--- src/rtl/core/akd_pkg.sv ---
// ----------------------------------------------------------------------------
// akd_pkg
// Shared types, codes and helpers for the analog keypad debouncer.
// ----------------------------------------------------------------------------
package akd_pkg;

   // ADC sample bits taken from the request field
   localparam int SAMPLE_BITS = 16;
   localparam int REG_BITS    = 16;
   localparam int NUM_REGS    = 6;
   localparam int INDEX_BITS  = $clog2(NUM_REGS);

   localparam logic [REG_BITS-1:0] COUNT_MAX = {REG_BITS{1'b1}};

   typedef enum logic [2:0] {
      KEY_NONE  = 3'd0,
      KEY_LEFT  = 3'd1,
      KEY_UP    = 3'd2,
      KEY_DOWN  = 3'd3,
      KEY_RIGHT = 3'd4,
      KEY_ENTER = 3'd5
   } key_type;

   typedef enum logic [1:0] {
      CMD_SAMPLE = 2'd0,
      CMD_TICK   = 2'd1,
      CMD_POLL   = 2'd2
   } cmd_type;

   typedef enum logic [INDEX_BITS-1:0] {
      REG_THRESH_LEFT    = 3'd0,
      REG_THRESH_UP      = 3'd1,
      REG_THRESH_DOWN    = 3'd2,
      REG_THRESH_RIGHT   = 3'd3,
      REG_THRESH_ENTER   = 3'd4,
      REG_DEBOUNCE_TICKS = 3'd5
   } reg_index_type;

   localparam logic [REG_BITS-1:0] RST_THRESH_LEFT    = 16'd70;
   localparam logic [REG_BITS-1:0] RST_THRESH_UP      = 16'd230;
   localparam logic [REG_BITS-1:0] RST_THRESH_DOWN    = 16'd410;
   localparam logic [REG_BITS-1:0] RST_THRESH_RIGHT   = 16'd620;
   localparam logic [REG_BITS-1:0] RST_THRESH_ENTER   = 16'd880;
   localparam logic [REG_BITS-1:0] RST_DEBOUNCE_TICKS = 16'd100;

   // Configuration seen by the datapath
   typedef struct packed {
      logic [REG_BITS-1:0] thresh_left;
      logic [REG_BITS-1:0] thresh_up;
      logic [REG_BITS-1:0] thresh_down;
      logic [REG_BITS-1:0] thresh_right;
      logic [REG_BITS-1:0] thresh_enter;
      logic [REG_BITS-1:0] debounce_ticks;
   } cfg_type;

   // Map a sample to a raw key; the first threshold that holds wins
   function automatic key_type classify(input logic [REG_BITS-1:0] v,
                                        input cfg_type cfg);
      key_type k;
      if (v < cfg.thresh_left) begin
         k = KEY_LEFT;
      end else if (v < cfg.thresh_up) begin
         k = KEY_UP;
      end else if (v < cfg.thresh_down) begin
         k = KEY_DOWN;
      end else if (v < cfg.thresh_right) begin
         k = KEY_RIGHT;
      end else if (v < cfg.thresh_enter) begin
         k = KEY_ENTER;
      end else begin
         k = KEY_NONE;
      end
      return k;
   endfunction

endpackage

--- src/rtl/core/akd_ifs.sv ---
// ----------------------------------------------------------------------------
// akd_ifs
// Valid/ready channels for keypad requests and debounced-key responses.
// ----------------------------------------------------------------------------
interface akd_req_if;
   logic        valid;
   logic        ready;
   logic [1:0]  cmd;
   logic [15:0] sample_value;

   modport source (output valid, output cmd, output sample_value, input ready);
   modport sink   (input valid, input cmd, input sample_value, output ready);
endinterface

interface akd_rsp_if;
   logic       valid;
   logic       ready;
   logic [2:0] settled_key;
   logic       pressed_valid;
   logic [2:0] pressed_key;

   modport source (output valid, output settled_key, output pressed_valid,
                   output pressed_key, input ready);
   modport sink   (input valid, input settled_key, input pressed_valid,
                   input pressed_key, output ready);
endinterface

--- src/rtl/core/analog_keypad_debouncer_top.sv ---
// ----------------------------------------------------------------------------
// analog_keypad_debouncer_top
// Resistor-ladder keypad decoder with tick-based debounce and press events.
// ----------------------------------------------------------------------------
// The block takes one request per clock unless a poll is held: a sample
// request classifies an ADC reading into a raw key, a tick request advances
// the saturating stability counter, and a poll request returns one response
// with the debounced key and a pressed event. A request lands in an input
// register and is resolved from there by the compare and counter logic; a
// poll's response is then held in the output register. Sample and tick
// requests never wait; a poll waits in the input register only while the
// previous response sits untaken in the output register, which is what sets
// the throughput.
// Thresholds are 16-bit ADC counts whose reset values suit a 10-bit converter.
module analog_keypad_debouncer_top (
   input  logic                          clock,
   input  logic                          reset,
   akd_req_if.sink                       req_chan,
   akd_rsp_if.source                     rsp_chan,
   input  logic                          csr_wr_en,
   input  logic [akd_pkg::INDEX_BITS-1:0] csr_index,
   input  logic [akd_pkg::REG_BITS-1:0]  csr_wdata
);
   import akd_pkg::*;

   cfg_type cfg;

   akd_csr u_csr (
      .clock     (clock),
      .reset     (reset),
      .csr_wr_en (csr_wr_en),
      .csr_index (csr_index),
      .csr_wdata (csr_wdata),
      .cfg       (cfg)
   );

   // Input register
   logic                 s1_valid_ff, s1_valid_in;
   logic [1:0]           s1_cmd_ff;
   logic [REG_BITS-1:0]  s1_sample_ff;

   // Keypad state
   key_type              raw_key_ff, raw_key_in;
   logic [REG_BITS-1:0]  stable_count_ff, stable_count_in;
   key_type              prev_deb_ff, prev_deb_in;

   // Output register
   logic                 rsp_valid_ff, rsp_valid_in;
   key_type              rsp_deb_ff, rsp_deb_in;
   logic                 rsp_pv_ff, rsp_pv_in;
   key_type              rsp_pk_ff, rsp_pk_in;

   logic                 out_free;
   logic                 s1_go;
   logic                 req_take;
   key_type              deb_key;
   logic                 pressed;

   // Handshake: polls need room in the output register
   assign out_free = !rsp_valid_ff || rsp_chan.ready;
   assign s1_go    = s1_valid_ff &&
                     ((cmd_type'(s1_cmd_ff) != CMD_POLL) || out_free);
   assign req_chan.ready = !s1_valid_ff || s1_go;
   assign req_take = req_chan.valid && req_chan.ready;

   assign s1_valid_in = req_take || (s1_valid_ff && !s1_go);

   // Debounced key and press event from current state
   assign deb_key = (stable_count_ff > cfg.debounce_ticks) ? raw_key_ff : KEY_NONE;
   assign pressed = (prev_deb_ff != KEY_NONE) && (prev_deb_ff != deb_key);

   // Resolve the held request
   always_comb begin
      raw_key_in      = raw_key_ff;
      stable_count_in = stable_count_ff;
      prev_deb_in     = prev_deb_ff;
      rsp_deb_in      = rsp_deb_ff;
      rsp_pv_in       = rsp_pv_ff;
      rsp_pk_in       = rsp_pk_ff;
      rsp_valid_in    = rsp_valid_ff && !rsp_chan.ready;
      if (s1_go) begin
         case (cmd_type'(s1_cmd_ff))
            CMD_SAMPLE: begin
               raw_key_in = classify(s1_sample_ff, cfg);
               if (raw_key_in != raw_key_ff) begin
                  stable_count_in = '0;
               end
            end
            CMD_TICK: begin
               if (stable_count_ff != COUNT_MAX) begin
                  stable_count_in = stable_count_ff + 1'b1;
               end
            end
            CMD_POLL: begin
               rsp_valid_in = 1'b1;
               rsp_deb_in   = deb_key;
               rsp_pv_in    = pressed;
               rsp_pk_in    = pressed ? prev_deb_ff : KEY_NONE;
               prev_deb_in  = deb_key;
            end
            default: begin
               raw_key_in = raw_key_ff;
            end
         endcase
      end
   end

   // Control and state registers
   always_ff @(posedge clock) begin
      if (reset) begin
         s1_valid_ff     <= 1'b0;
         rsp_valid_ff    <= 1'b0;
         raw_key_ff      <= KEY_NONE;
         stable_count_ff <= COUNT_MAX;
         prev_deb_ff     <= KEY_NONE;
      end else begin
         s1_valid_ff     <= s1_valid_in;
         rsp_valid_ff    <= rsp_valid_in;
         raw_key_ff      <= raw_key_in;
         stable_count_ff <= stable_count_in;
         prev_deb_ff     <= prev_deb_in;
      end
   end

   // Payload registers
   always_ff @(posedge clock) begin
      if (req_take) begin
         s1_cmd_ff    <= req_chan.cmd;
         s1_sample_ff <= {{(REG_BITS-SAMPLE_BITS){1'b0}},
                          req_chan.sample_value[SAMPLE_BITS-1:0]};
      end
      rsp_deb_ff <= rsp_deb_in;
      rsp_pv_ff  <= rsp_pv_in;
      rsp_pk_ff  <= rsp_pk_in;
   end

   assign rsp_chan.valid         = rsp_valid_ff;
   assign rsp_chan.settled_key   = rsp_deb_ff;
   assign rsp_chan.pressed_valid = rsp_pv_ff;
   assign rsp_chan.pressed_key   = rsp_pk_ff;

`ifndef ASSERT_OFF
   // A press event never carries none and always names a changed key
   a_press_key: assert property (@(posedge clock) disable iff (reset)
      rsp_valid_ff && rsp_pv_ff |-> (rsp_pk_ff != KEY_NONE) && (rsp_pk_ff != rsp_deb_ff))
      else $error("press event key is none or unchanged");

   // Without a press event the event key reads zero
   a_no_press_zero: assert property (@(posedge clock) disable iff (reset)
      rsp_valid_ff && !rsp_pv_ff |-> rsp_pk_ff == KEY_NONE)
      else $error("press key set without press event");

   // A tick below saturation advances the counter by one
   a_tick_step: assert property (@(posedge clock) disable iff (reset)
      s1_go && (cmd_type'(s1_cmd_ff) == CMD_TICK) && (stable_count_ff != COUNT_MAX)
      |=> stable_count_ff == $past(stable_count_ff) + 1'b1)
      else $error("tick did not advance counter");

   // The debounced key reported becomes the remembered key
   a_prev_track: assert property (@(posedge clock) disable iff (reset)
      s1_go && (cmd_type'(s1_cmd_ff) == CMD_POLL) |=> prev_deb_ff == rsp_deb_ff)
      else $error("remembered key does not match response");
`endif

endmodule

--- src/rtl/core/akd_csr.sv ---
// ----------------------------------------------------------------------------
// akd_csr
// Threshold and debounce-limit registers behind the plain write port.
// ----------------------------------------------------------------------------
module akd_csr (
   input  logic                          clock,
   input  logic                          reset,
   input  logic                          csr_wr_en,
   input  logic [akd_pkg::INDEX_BITS-1:0] csr_index,
   input  logic [akd_pkg::REG_BITS-1:0]  csr_wdata,
   output akd_pkg::cfg_type              cfg
);
   import akd_pkg::*;

   cfg_type cfg_ff;
   cfg_type cfg_in;

   // Decode the write; out-of-range indexes drop
   always_comb begin
      cfg_in = cfg_ff;
      if (csr_wr_en) begin
         case (reg_index_type'(csr_index))
            REG_THRESH_LEFT:    cfg_in.thresh_left    = csr_wdata;
            REG_THRESH_UP:      cfg_in.thresh_up      = csr_wdata;
            REG_THRESH_DOWN:    cfg_in.thresh_down    = csr_wdata;
            REG_THRESH_RIGHT:   cfg_in.thresh_right   = csr_wdata;
            REG_THRESH_ENTER:   cfg_in.thresh_enter   = csr_wdata;
            REG_DEBOUNCE_TICKS: cfg_in.debounce_ticks = csr_wdata;
            default:            cfg_in = cfg_ff;
         endcase
      end
   end

   always_ff @(posedge clock) begin
      if (reset) begin
         cfg_ff.thresh_left    <= RST_THRESH_LEFT;
         cfg_ff.thresh_up      <= RST_THRESH_UP;
         cfg_ff.thresh_down    <= RST_THRESH_DOWN;
         cfg_ff.thresh_right   <= RST_THRESH_RIGHT;
         cfg_ff.thresh_enter   <= RST_THRESH_ENTER;
         cfg_ff.debounce_ticks <= RST_DEBOUNCE_TICKS;
      end else begin
         cfg_ff <= cfg_in;
      end
   end

   assign cfg = cfg_ff;

endmodule

--- src/flat_wrapper.sv ---
// flat-port wrapper written by rule: the top's interface ports become plain ports
module analog_keypad_debouncer_top_flat import akd_pkg::*;
  (clock, reset, csr_wr_en, csr_index, csr_wdata, req_chan_valid, req_chan_cmd, req_chan_sample_value, req_chan_ready, rsp_chan_valid, rsp_chan_settled_key, rsp_chan_pressed_valid, rsp_chan_pressed_key, rsp_chan_ready);
  akd_req_if req_chan_i ();
  akd_rsp_if rsp_chan_i ();
  input  logic clock;
  input  logic reset;
  input  logic csr_wr_en;
  input  logic [akd_pkg::INDEX_BITS-1:0] csr_index;
  input  logic [akd_pkg::REG_BITS-1:0] csr_wdata;
  input wire logic [$bits(req_chan_i.valid)-1:0] req_chan_valid;
  input wire logic [$bits(req_chan_i.cmd)-1:0] req_chan_cmd;
  input wire logic [$bits(req_chan_i.sample_value)-1:0] req_chan_sample_value;
  output wire logic [$bits(req_chan_i.ready)-1:0] req_chan_ready;
  output wire logic [$bits(rsp_chan_i.valid)-1:0] rsp_chan_valid;
  output wire logic [$bits(rsp_chan_i.settled_key)-1:0] rsp_chan_settled_key;
  output wire logic [$bits(rsp_chan_i.pressed_valid)-1:0] rsp_chan_pressed_valid;
  output wire logic [$bits(rsp_chan_i.pressed_key)-1:0] rsp_chan_pressed_key;
  input wire logic [$bits(rsp_chan_i.ready)-1:0] rsp_chan_ready;
  assign req_chan_i.valid = req_chan_valid;
  assign req_chan_i.cmd = req_chan_cmd;
  assign req_chan_i.sample_value = req_chan_sample_value;
  assign req_chan_ready = req_chan_i.ready;
  assign rsp_chan_valid = rsp_chan_i.valid;
  assign rsp_chan_settled_key = rsp_chan_i.settled_key;
  assign rsp_chan_pressed_valid = rsp_chan_i.pressed_valid;
  assign rsp_chan_pressed_key = rsp_chan_i.pressed_key;
  assign rsp_chan_i.ready = rsp_chan_ready;
  analog_keypad_debouncer_top u_core (.clock(clock), .reset(reset), .req_chan(req_chan_i), .rsp_chan(rsp_chan_i), .csr_wr_en(csr_wr_en), .csr_index(csr_index), .csr_wdata(csr_wdata));
endmodule
--- config.mk ---
export PLATFORM = sky130hd
export DESIGN_NAME = analog_keypad_debouncer_top_flat
export DESIGN_NICKNAME = d
export VERILOG_FILES = /design/src/rtl/core/akd_pkg.sv /design/src/rtl/core/akd_ifs.sv /design/src/rtl/core/analog_keypad_debouncer_top.sv /design/src/rtl/core/akd_csr.sv /design/src/flat_wrapper.sv
export SDC_FILE = /design/constraint.sdc
export NUM_CORES = 1
export LEC_CHECK = 0
export BUFFER_PORTS_ARGS = -buffer_cell sky130_fd_sc_hd__buf_2
export CORE_ASPECT_RATIO = 2
export CORE_MARGIN = 4
export CORE_UTILIZATION = 30
export CTS_BUF_LIST = sky130_fd_sc_hd__clkbuf_16
export DETAILED_ROUTE_END_ITERATION = 16
export SLEW_MARGIN = 20
export SYNTH_ARGS = -nofsm -noshare
export SYNTH_HDL_FRONTEND = slang
export SYNTH_SLANG_ARGS = --single-unit
--- constraint.sdc ---
create_clock -name clock -period 3.5 [get_ports clock]
set_clock_uncertainty 0.05 [all_clocks]
set_input_delay 0.175 -clock clock [delete_from_list [all_inputs] [get_ports clock]]
set_output_delay 0.175 -clock clock [all_outputs]
set_load 0.03 [all_outputs]
==> results list, run 1 <==
- In this run the clock root is driven by a sky130_fd_sc_hd__clkbuf_16.
- Area of placed instances: ~8500 µm²
- The startpoint identified for the worst register-to-register timing path is u_core.s1_sample_ff[1]$_DFFE_PP_.
* Die footprint: ~29,000 µm²
- Slew at the pin closest to its max-slew limit: between 1000 and 1500 ps
* Num CTS Buffers: 17
- The initial antenna violation count was 0.
- Endpoint of the worst-slack reg-to-reg timing path: u_core.stable_count_ff[9]$_SDFFE_PP1P_
* Number of distinct library cells after synthesis: 61
- Syn Nets: 1,059
* Cell taking the most area after synthesis: sky130_fd_sc_hd__dfxtp_1
- Of the total power, combinational logic draws 0.131.
- Result of the run: completed
* Rel. slew slack: 0.297
- TritonCTS built the clock tree.
- Worst reg2reg path depth: 10
- Portion of the clock cycle consumed by the worst path in the final layout: 0.972
- Remaining design rule violation count: 0
* DRT Pass-1 Iters: 5
- The share of total power dissipated in the clock network is 0.444.
* Number of synthesized flops with an enable pin: 25
* Startpoint of the most critical hold path: csr_wdata[1]
- Of the cells placed in the final design, the portion with a size suffix greater than 1 is 0.120.
- Largest fanout on the critical path: 11
- After floorplanning, the core was divided into 83 placement rows.
- The final-report hold violation count is 0.
- Arrival time at the worst endpoint: 3680 ps
* Average instance area after synthesis: 8.41 µm²
- Number of buffers added on ports: 50
- Total power per unit cell area: roughly 450 nW/µm²
- Worst-case vdd ir drop: ~300 µV
- Core Footprint: around 26,000 µm²
- Total number of H-tree levels: 4
- Summed instance area of the synthesized netlist: a little under 8000 µm²
- The tree built by TritonCTS fans out to roughly 150 sinks.
* Classification of the worst setup path: reg2reg
* P_sw: between 1000 and 1500 µW
- Final worst slack: just under 100 ps
* Proportion of netlist area held by the largest area contributor: 0.309
- Critical Path Sink Type: flip-flop
- Most common flop cell mapped by yosys: sky130_fd_sc_hd__dfxtp_1
- Setup TNS Final: 0 ps
* Remaining antenna violation count after routing: 0
* Later-pin clock latency in the skew report: 450 ps
* Largest net degree at the start of global routing: 85
* Clock Path Buffers: 2
* Vert. Die Dim: between 200 and 250 µm
- Before CTS, the worst setup slack after placement is -180 ps.
- At the worst endpoint, the required time is 3780 ps.
- The number of global-route vias before repair is 6,663.
- Compared with the post-synthesis result, the final layout area differs by 21.4%.
- The synthesized design contains about 150 register bits.
- Sw Ratio: 0.280
- R2R setup slack: a little under 100 ps
- RSZ-0062 raised after global routing: no
- Wire length of the first global-routing pass: between 30,000 and 40,000 µm
* Beginning of the critical path: u_core.s1_sample_ff[1]$_DFFE_PP_
* Top cells by area in the synthesized netlist: sky130_fd_sc_hd__dfxtp_1 (31%), sky130_fd_sc_hd__ha_1 (15%), sky130_fd_sc_hd__edfxtp_1 (9.7%)
- At the end of the flow, the number of nets in the layout was between 1,000 and 1,500.
- Share of the core filled with cells in the final layout: 0.368
- The share of total power dissipated in sequential elements is 0.425.
- The Yosys step of the flow raised 0 warnings.
- Sequential fraction of the synthesis area: 0.406
* Overall routing resource usage: 0.163
* Layout filler cell count: 2,638
* Count of cells along the worst hold path: 3
- For this run the aggregate overflow at the end of global routing stands at 0.
- Tmin final: about 3400 ps
* Via count normalized by instance count: 5.01
* Routed len/inst: 16.8 µm
- STA classifies the critical path startpoint as a flip-flop.
* DRC violation total after the first TritonRoute iteration: 263
* Detailed Place HPWL: between 15,000 and 20,000 µm
* Horizontal extent of the die: 122 µm
- The initial utilization of the core area, before any placement, comes to 0.303.
- Counting every instance in the synthesized netlist gives 925.
* Routed wire length: about 23,000 µm
* Pint: about 3000 µW
* Clk pin slew, worst setup/hold paths: 70 ps
- Leak Pwr: approximately 0.0037 µW
- Final setup violation count: 0
- End of the worst hold path: u_core.u_csr.cfg[1]$_SDFFE_PP0P_
- The max-slew violation count was 0.
- Via count of the routed design: about 6,800
- Maximum Capacitance Violations: 0
* Routability cong.: ~0.93
- The worst hold path belongs to the class in2reg.
* Highest achievable clock rate: between 0.2 and 0.3 GHz
- Synth async-reset ratio: 0
- 0 antenna diodes ended up in the layout.
- Final Instance Area: approximately 9400 µm²
- Count of pins on the block boundary: 51
[metal layers]
metal	GRT usage	vias up	wire length [µm]
li1	-	3366	-
met2	0.315	158	13000
met5	0	-	0
met3	0.0296	63	704
met4	0.109	0	1390
met1	0.147	3216	7700
[critical path: stages, from the launching register on]
cell and delay (ps):
sky130_fd_sc_hd__edfxtp_1 510, sky130_fd_sc_hd__ha_1 380, sky130_fd_sc_hd__a2111oi_4 340, sky130_fd_sc_hd__buf_4 170
sky130_fd_sc_hd__o32ai_1 70, sky130_fd_sc_hd__or4_1 450, sky130_fd_sc_hd__o21ai_2 110, sky130_fd_sc_hd__nor4b_1 80
sky130_fd_sc_hd__a2111o_1 430, sky130_fd_sc_hd__a31o_4 290, sky130_fd_sc_hd__a2111o_1 410
[Yosys cell counts, drive strengths merged (2+ instances only)]
cell type  count
a2111o         2
a2111oi        6
a211o          4
a211oi         2
a21boi         2
a21o          18
a21oi        103
a41oi          3
and2           9
and3           7
and4           2
buf            2
clkbuf        36
dfxtp        120
edfxtp        25
ha            92
inv           99
mux2i          2
nand2        200
nand2b        10
nand3         30
nand3b         2
nand4         16
nor2          20
nor2b          8
nor3          10
nor3b          2
nor4           4
nor4b          3
o211ai        27
o21a           5
o21ai         16
o311ai         9
o31ai          2
or2            4
or3            3
xnor2          3
[power groups by stage]
| stage | registers, µW | logic [µW] | clock network (µW) |
|---|---|---|---|
| after floorplan | 1830 | 335 | 0 |
| after global placement | 1840 | 508 | 0 |
| after detailed placement | 1840 | 520 | 0 |
| after CTS | 1800 | 550 | 1920 |
| after global routing | 1810 | 626 | 1990 |
| final | 1800 | 558 | 1890 |
[layout make-up]
type                    instances  area (µm²)  share of cell area
flip-flops and latches        145        3150               0.334
inverters                     100         375              0.0398
multi-input cells             642        4190               0.444
clock inverters                15         174              0.0184
clock buffers                  17         425              0.0451
well taps                     340         425              0.0451
repair buffers                100         698              0.0740
[flip-flops by register name, summed over array words and instances, names as in the netlist]
| register | cells |
|---|---|
| u_core.u_csr.cfg | 96 |
| u_core.s1_sample_ff | 16 |
| u_core.stable_count_ff | 16 |
| u_core.prev_deb_ff | 3 |
| u_core.raw_key_ff | 3 |
| u_core.rsp_chan.pressed_key | 3 |
| u_core.rsp_chan.settled_key | 3 |
| u_core.s1_cmd_ff | 2 |
| u_core.rsp_chan.pressed_valid | 1 |
| u_core.rsp_chan.valid | 1 |
| u_core.s1_valid_ff | 1 |
[how the worst max path moves through the flow]
| stage | end | slack (ps) | depth (start not counted) |
|---|---|---|---|
| 5_1_grt | u_core.stable_count_ff[9]$_SDFFE_PP1P_ | 10 | 10 |
| 3_5_place_dp | u_core.stable_count_ff[9]$_SDFFE_PP1P_ | -180 | 10 |
| 2_1_floorplan | u_core.stable_count_ff[9]$_SDFFE_PP1P_ | 410 | 10 |
| 6_report | u_core.stable_count_ff[9]$_SDFFE_PP1P_ | 100 | 10 |
| 4_1_cts | u_core.stable_count_ff[9]$_SDFFE_PP1P_ | 8 | 10 |
| 3_3_place_gp | u_core.stable_count_ff[9]$_SDFFE_PP1P_ | -200 | 10 |
[cell usage in the layout, fill, tap and decap left out, types with 9 or more instances in the layout]
cell type / netlist / final
sky130_fd_sc_hd__nand2_1: 200 / 200
sky130_fd_sc_hd__nand4_1: 16 / 16
sky130_fd_sc_hd__a21oi_1: 102 / 101
sky130_fd_sc_hd__dlygate4sd3_1: 0 / 29
sky130_fd_sc_hd__o211ai_1: 27 / 27
sky130_fd_sc_hd__inv_1: 99 / 99
sky130_fd_sc_hd__nand3_1: 30 / 30
sky130_fd_sc_hd__ha_1: 92 / 91
sky130_fd_sc_hd__o21ai_0: 15 / 14
sky130_fd_sc_hd__buf_4: 0 / 21
sky130_fd_sc_hd__nor2_1: 20 / 20
sky130_fd_sc_hd__clkbuf_16: 0 / 17
sky130_fd_sc_hd__edfxtp_1: 25 / 25
sky130_fd_sc_hd__nand2b_1: 9 / 9
sky130_fd_sc_hd__dfxtp_1: 120 / 120
sky130_fd_sc_hd__a21o_1: 18 / 18
sky130_fd_sc_hd__buf_2: 1 / 50
[metrics by stage]
step | total power (µW) | hold WS, ps | cells
finish | 4250 | 11.0 | 1359
CTS | 4270 | 0.404 | 1359
detailed placement | 2360 | 304 | 1298
global placement | 2350 | 303 | 1298
global route | 4430 | 1.91 | 1359
floorplan | 2160 | 224 | 925
[logic make-up after synthesis]
| group | share of synthesized area |
|---|---|
| fa+ha+maj | 0.148 |
| xor+xnor | 0.00338 |
| mux | 0.00257 |
| buf+inv | 0.0668 |
| flops | 0.406 |
| compound gates | 0.180 |
| simple gates | 0.194 |
[repair_timing]
item,CTS,global route
endpoints found under the setup margin,13,16
buffers inserted,0,0
gates resized for setup,4,12
hold buffers,29,0
endpoints found under the hold margin,53,0
No activity file was read; power rests on OpenSTA's default activity.
==> run 2: changes to the inputs <==
--- a/config.mk
+++ b/config.mk
@@ -8,7 +8,7 @@
 export BUFFER_PORTS_ARGS = -buffer_cell sky130_fd_sc_hd__buf_2
 export CORE_ASPECT_RATIO = 2
 export CORE_MARGIN = 4
-export CORE_UTILIZATION = 30
+export CORE_UTILIZATION = 44
 export CTS_BUF_LIST = sky130_fd_sc_hd__clkbuf_16
 export DETAILED_ROUTE_END_ITERATION = 16
 export SLEW_MARGIN = 20
==> constraint.sdc (replaced) <==
create_clock -name clock -period 3.5 [get_ports clock]
set_clock_uncertainty 0.05 [all_clocks]
set_input_delay 0.875 -clock clock [delete_from_list [all_inputs] [get_ports clock]]
set_output_delay 0.875 -clock clock [all_outputs]
set_load 0.03 [all_outputs]
==> run 2 against run 1 <==
Effect of this change:
- wire length is 4.8% lower
- clock power grew 9%
- design area shrank 4.6%
- sequential share of layout area grew 1.6 points
- first-iteration DRC count up 14%
- total power increased by 3.1%
- critical path type unchanged
- critical endpoint unchanged
==> results list, run 2 (synthesis results as in run 1) <==
- Cell at the root of the clock tree: sky130_fd_sc_hd__clkbuf_16
- Summed over all layers, the global routing overflow is 0.
* Horizontal extent of the die: approximately 100 µm
- In this run the tightest slew margin relative to its limit is 0.483.
- The repair_antennas step left the layout with diodes totalling 0.
- DRT Pass-1 Iters: 5
* Arrival time at the worst endpoint: 3690 ps
* Setup TNS Final: 0 ps
- Of all nets on the critical path, the largest fanout is 9.
- Slew at the pin closest to its max-slew limit: approximately 770 ps
* Global Route met1 Usage: 0.244
- Clock Sinks: about 150
- Leaving out fill and tap cells, the most frequent cell in the layout is sky130_fd_sc_hd__nand2_1.
- Worst-path cell with the longest stage delay: sky130_fd_sc_hd__a2111oi_0
* Cell Count, Final, Fillers Out: roughly 1,200
- Final setup violation count: 0
* Total placed cells including tap cells: between 1,000 and 1,500
- Die footprint: roughly 20,000 µm²
- Highest-utilization routing layer at the global route stage: met2
- Share of the core filled with cells in the final layout: 0.519
- The number of global-route vias before repair is roughly 6,500.
- Final Max Tran Viols: 0
- IR analysis of the VDD net gives a maximum drop of 330 µV.
- CP required: about 3800 ps
* Number of endpoints with negative hold slack in the final report: 0
- Classification of the worst setup path: reg2reg
* Clock Path Buffers: 2
- Result of the run: completed
- The floorplan has a little under 70 rows.
- Detailed Place HPWL: about 16,000 µm
- Routed len/inst: 18.1 µm
- R2R setup slack: between 70 and 80 ps
- The initial utilization of the core area, before any placement, comes to 0.448.
- Via count of the routed design: roughly 6,600
- Total power per unit cell area: 487 nW/µm²
- Fraction of final layout cells sized beyond drive strength 1: 0.118
- TritonCTS built the clock tree.
* Remaining design rule violation count: 0
- Highest achievable clock rate: 0.292 GHz
- In the layout the commonest cells are sky130_fd_sc_hd__nand2_1 (200), sky130_fd_sc_hd__dfxtp_1 (120), sky130_fd_sc_hd__a21oi_1 (102).
- The area growth from synthesis to layout is 15.8%.
- Clock-pin slew was measured on the worst setup and hold paths at ~60 ps.
- The signal on the critical path passes through ha_1, a2111oi_0, buf_4, o32ai_1, or4_1, o21ai_1, nor4b_1, a2111o_1, a31o_2, a2111o_1.
* Min-delay worst type: reg2reg
- For this run, the slowest stage of the critical path takes ~470 ps.
- Largest net degree at the start of global routing: 70
- Critical Path Sink Type: flip-flop
- After detailed routing, the total wire length is 21,700 µm.
- The clock tree synthesis step divided the H-tree into 4 levels.
- Layout filler cell count: roughly 1,800
- Largest register FFs: between 90 and 100
- Overall routing resource usage: 0.227
- The worst path needs ~3400 ps of the cycle, external delays included.
- Core Footprint: approximately 17,000 µm²
* RSZ-0062 raised after global routing: no
* Number of buffers added on ports: 50
* Vert. Die Dim: slightly below 200 µm
- Count of pins on the block boundary: between 50 and 60
- Portion of the clock cycle consumed by the worst path in the final layout: 0.980
- At the later pin of the worst-skew pair, clock insertion delay measures about 420 ps.
- In this run, CTS created clock tree buffers numbering 17.
- Post-layout nets: between 1,000 and 1,500
* Dominant cell type by count on the critical path: sky130_fd_sc_hd__a2111o_1
- Wire length of the first global-routing pass: approximately 34,000 µm
* Sort of element at the start of the critical path: flip-flop
- Met3 usage: 0.0370
- Remaining antenna violation count after routing: 0
- Routing usage on met2: 0.422
- Across the run, the number of max-cap violations was 0.
* Leak Pwr: ~0.0036 µW
* Routability cong.: 0.861
- The initial antenna violation count is 1.
* Via count normalized by instance count: roughly 5.5
- In this run, the number of DRC markers left after iteration 0 of detailed routing was 301.
==> run 2: critical path: cells and delay by family, from the launching register on <==
family,cells,cell delay (ps)
and+or+nand+nor,2,520
buffers and inverters,1,200
DFF,1,430
AOI/OAI and AO/OA,6,1810
adders and majority gates,1,310
==> run 2: timing repair <==
| action | 4_1_cts | 5_1_grt |
|---|---|---|
| buffers inserted | 0 | 2 |
| resized for setup | 0 | 8 |
| hold buffers | 0 | 0 |
| setup endpoints to repair | 0 | 15 |
==> run 2: stage by stage <==
| stage | hold WS [ps] | instance area [µm²] | worst slack (ps) | total power [µW] |
|---|---|---|---|---|
| final | 404 | 9010 | 71.1 | 4380 |
| after global routing | 423 | 9010 | 4.50 | 4560 |
| after CTS | 405 | 8960 | 23.0 | 4420 |
| after detailed placement | 397 | 8300 | 19.4 | 2350 |
| after global placement | 392 | 8300 | 56.3 | 2350 |
| after floorplan | 386 | 7770 | 415 | 2160 |
==> run 2: final cells by class <==
type | count | area, µm² | area share
clock buffer | 17 | 425 | 0.0472
sequential | 145 | 3150 | 0.350
multi-input combinational | 642 | 4130 | 0.459
tap | 210 | 263 | 0.0292
clock inverter | 15 | 236 | 0.0263
timing repair buffer | 73 | 423 | 0.0470
inverter | 100 | 375 | 0.0417
==> run 2: layer usage <==
layer / vias up / share of wire
met5: - / 0.00087
met4: 2 / 0.034
met3: 44 / 0.033
met2: 132 / 0.55
met1: 3099 / 0.38
li1: 3319 / -
==> run 2: path summary, 6_finish.rpt <==
| check | from | to | depth (start not counted) |
|---|---|---|---|
| setup / recovery | u_core.s1_sample_ff[1]$_DFFE_PP_ | u_core.stable_count_ff[9]$_SDFFE_PP1P_ | 10 |
| hold / removal | u_core.u_csr.cfg[7]$_SDFFE_PP0P_ | u_core.u_csr.cfg[7]$_SDFFE_PP0P_ | 2 |
| setup reg to reg | u_core.s1_sample_ff[1]$_DFFE_PP_ | u_core.stable_count_ff[9]$_SDFFE_PP1P_ | 10 |
| hold reg to reg | u_core.u_csr.cfg[7]$_SDFFE_PP0P_ | u_core.u_csr.cfg[7]$_SDFFE_PP0P_ | 2 |
==> run 2: report_power, final <==
part	leakage [µW]	total [µW]	switching [µW]	internal, µW
registers	0.00121	1800	51.8	1750
clock network	0.000324	2060	727	1330
logic	0.00210	519	310	209
total	0.00364	4380	1090	3290
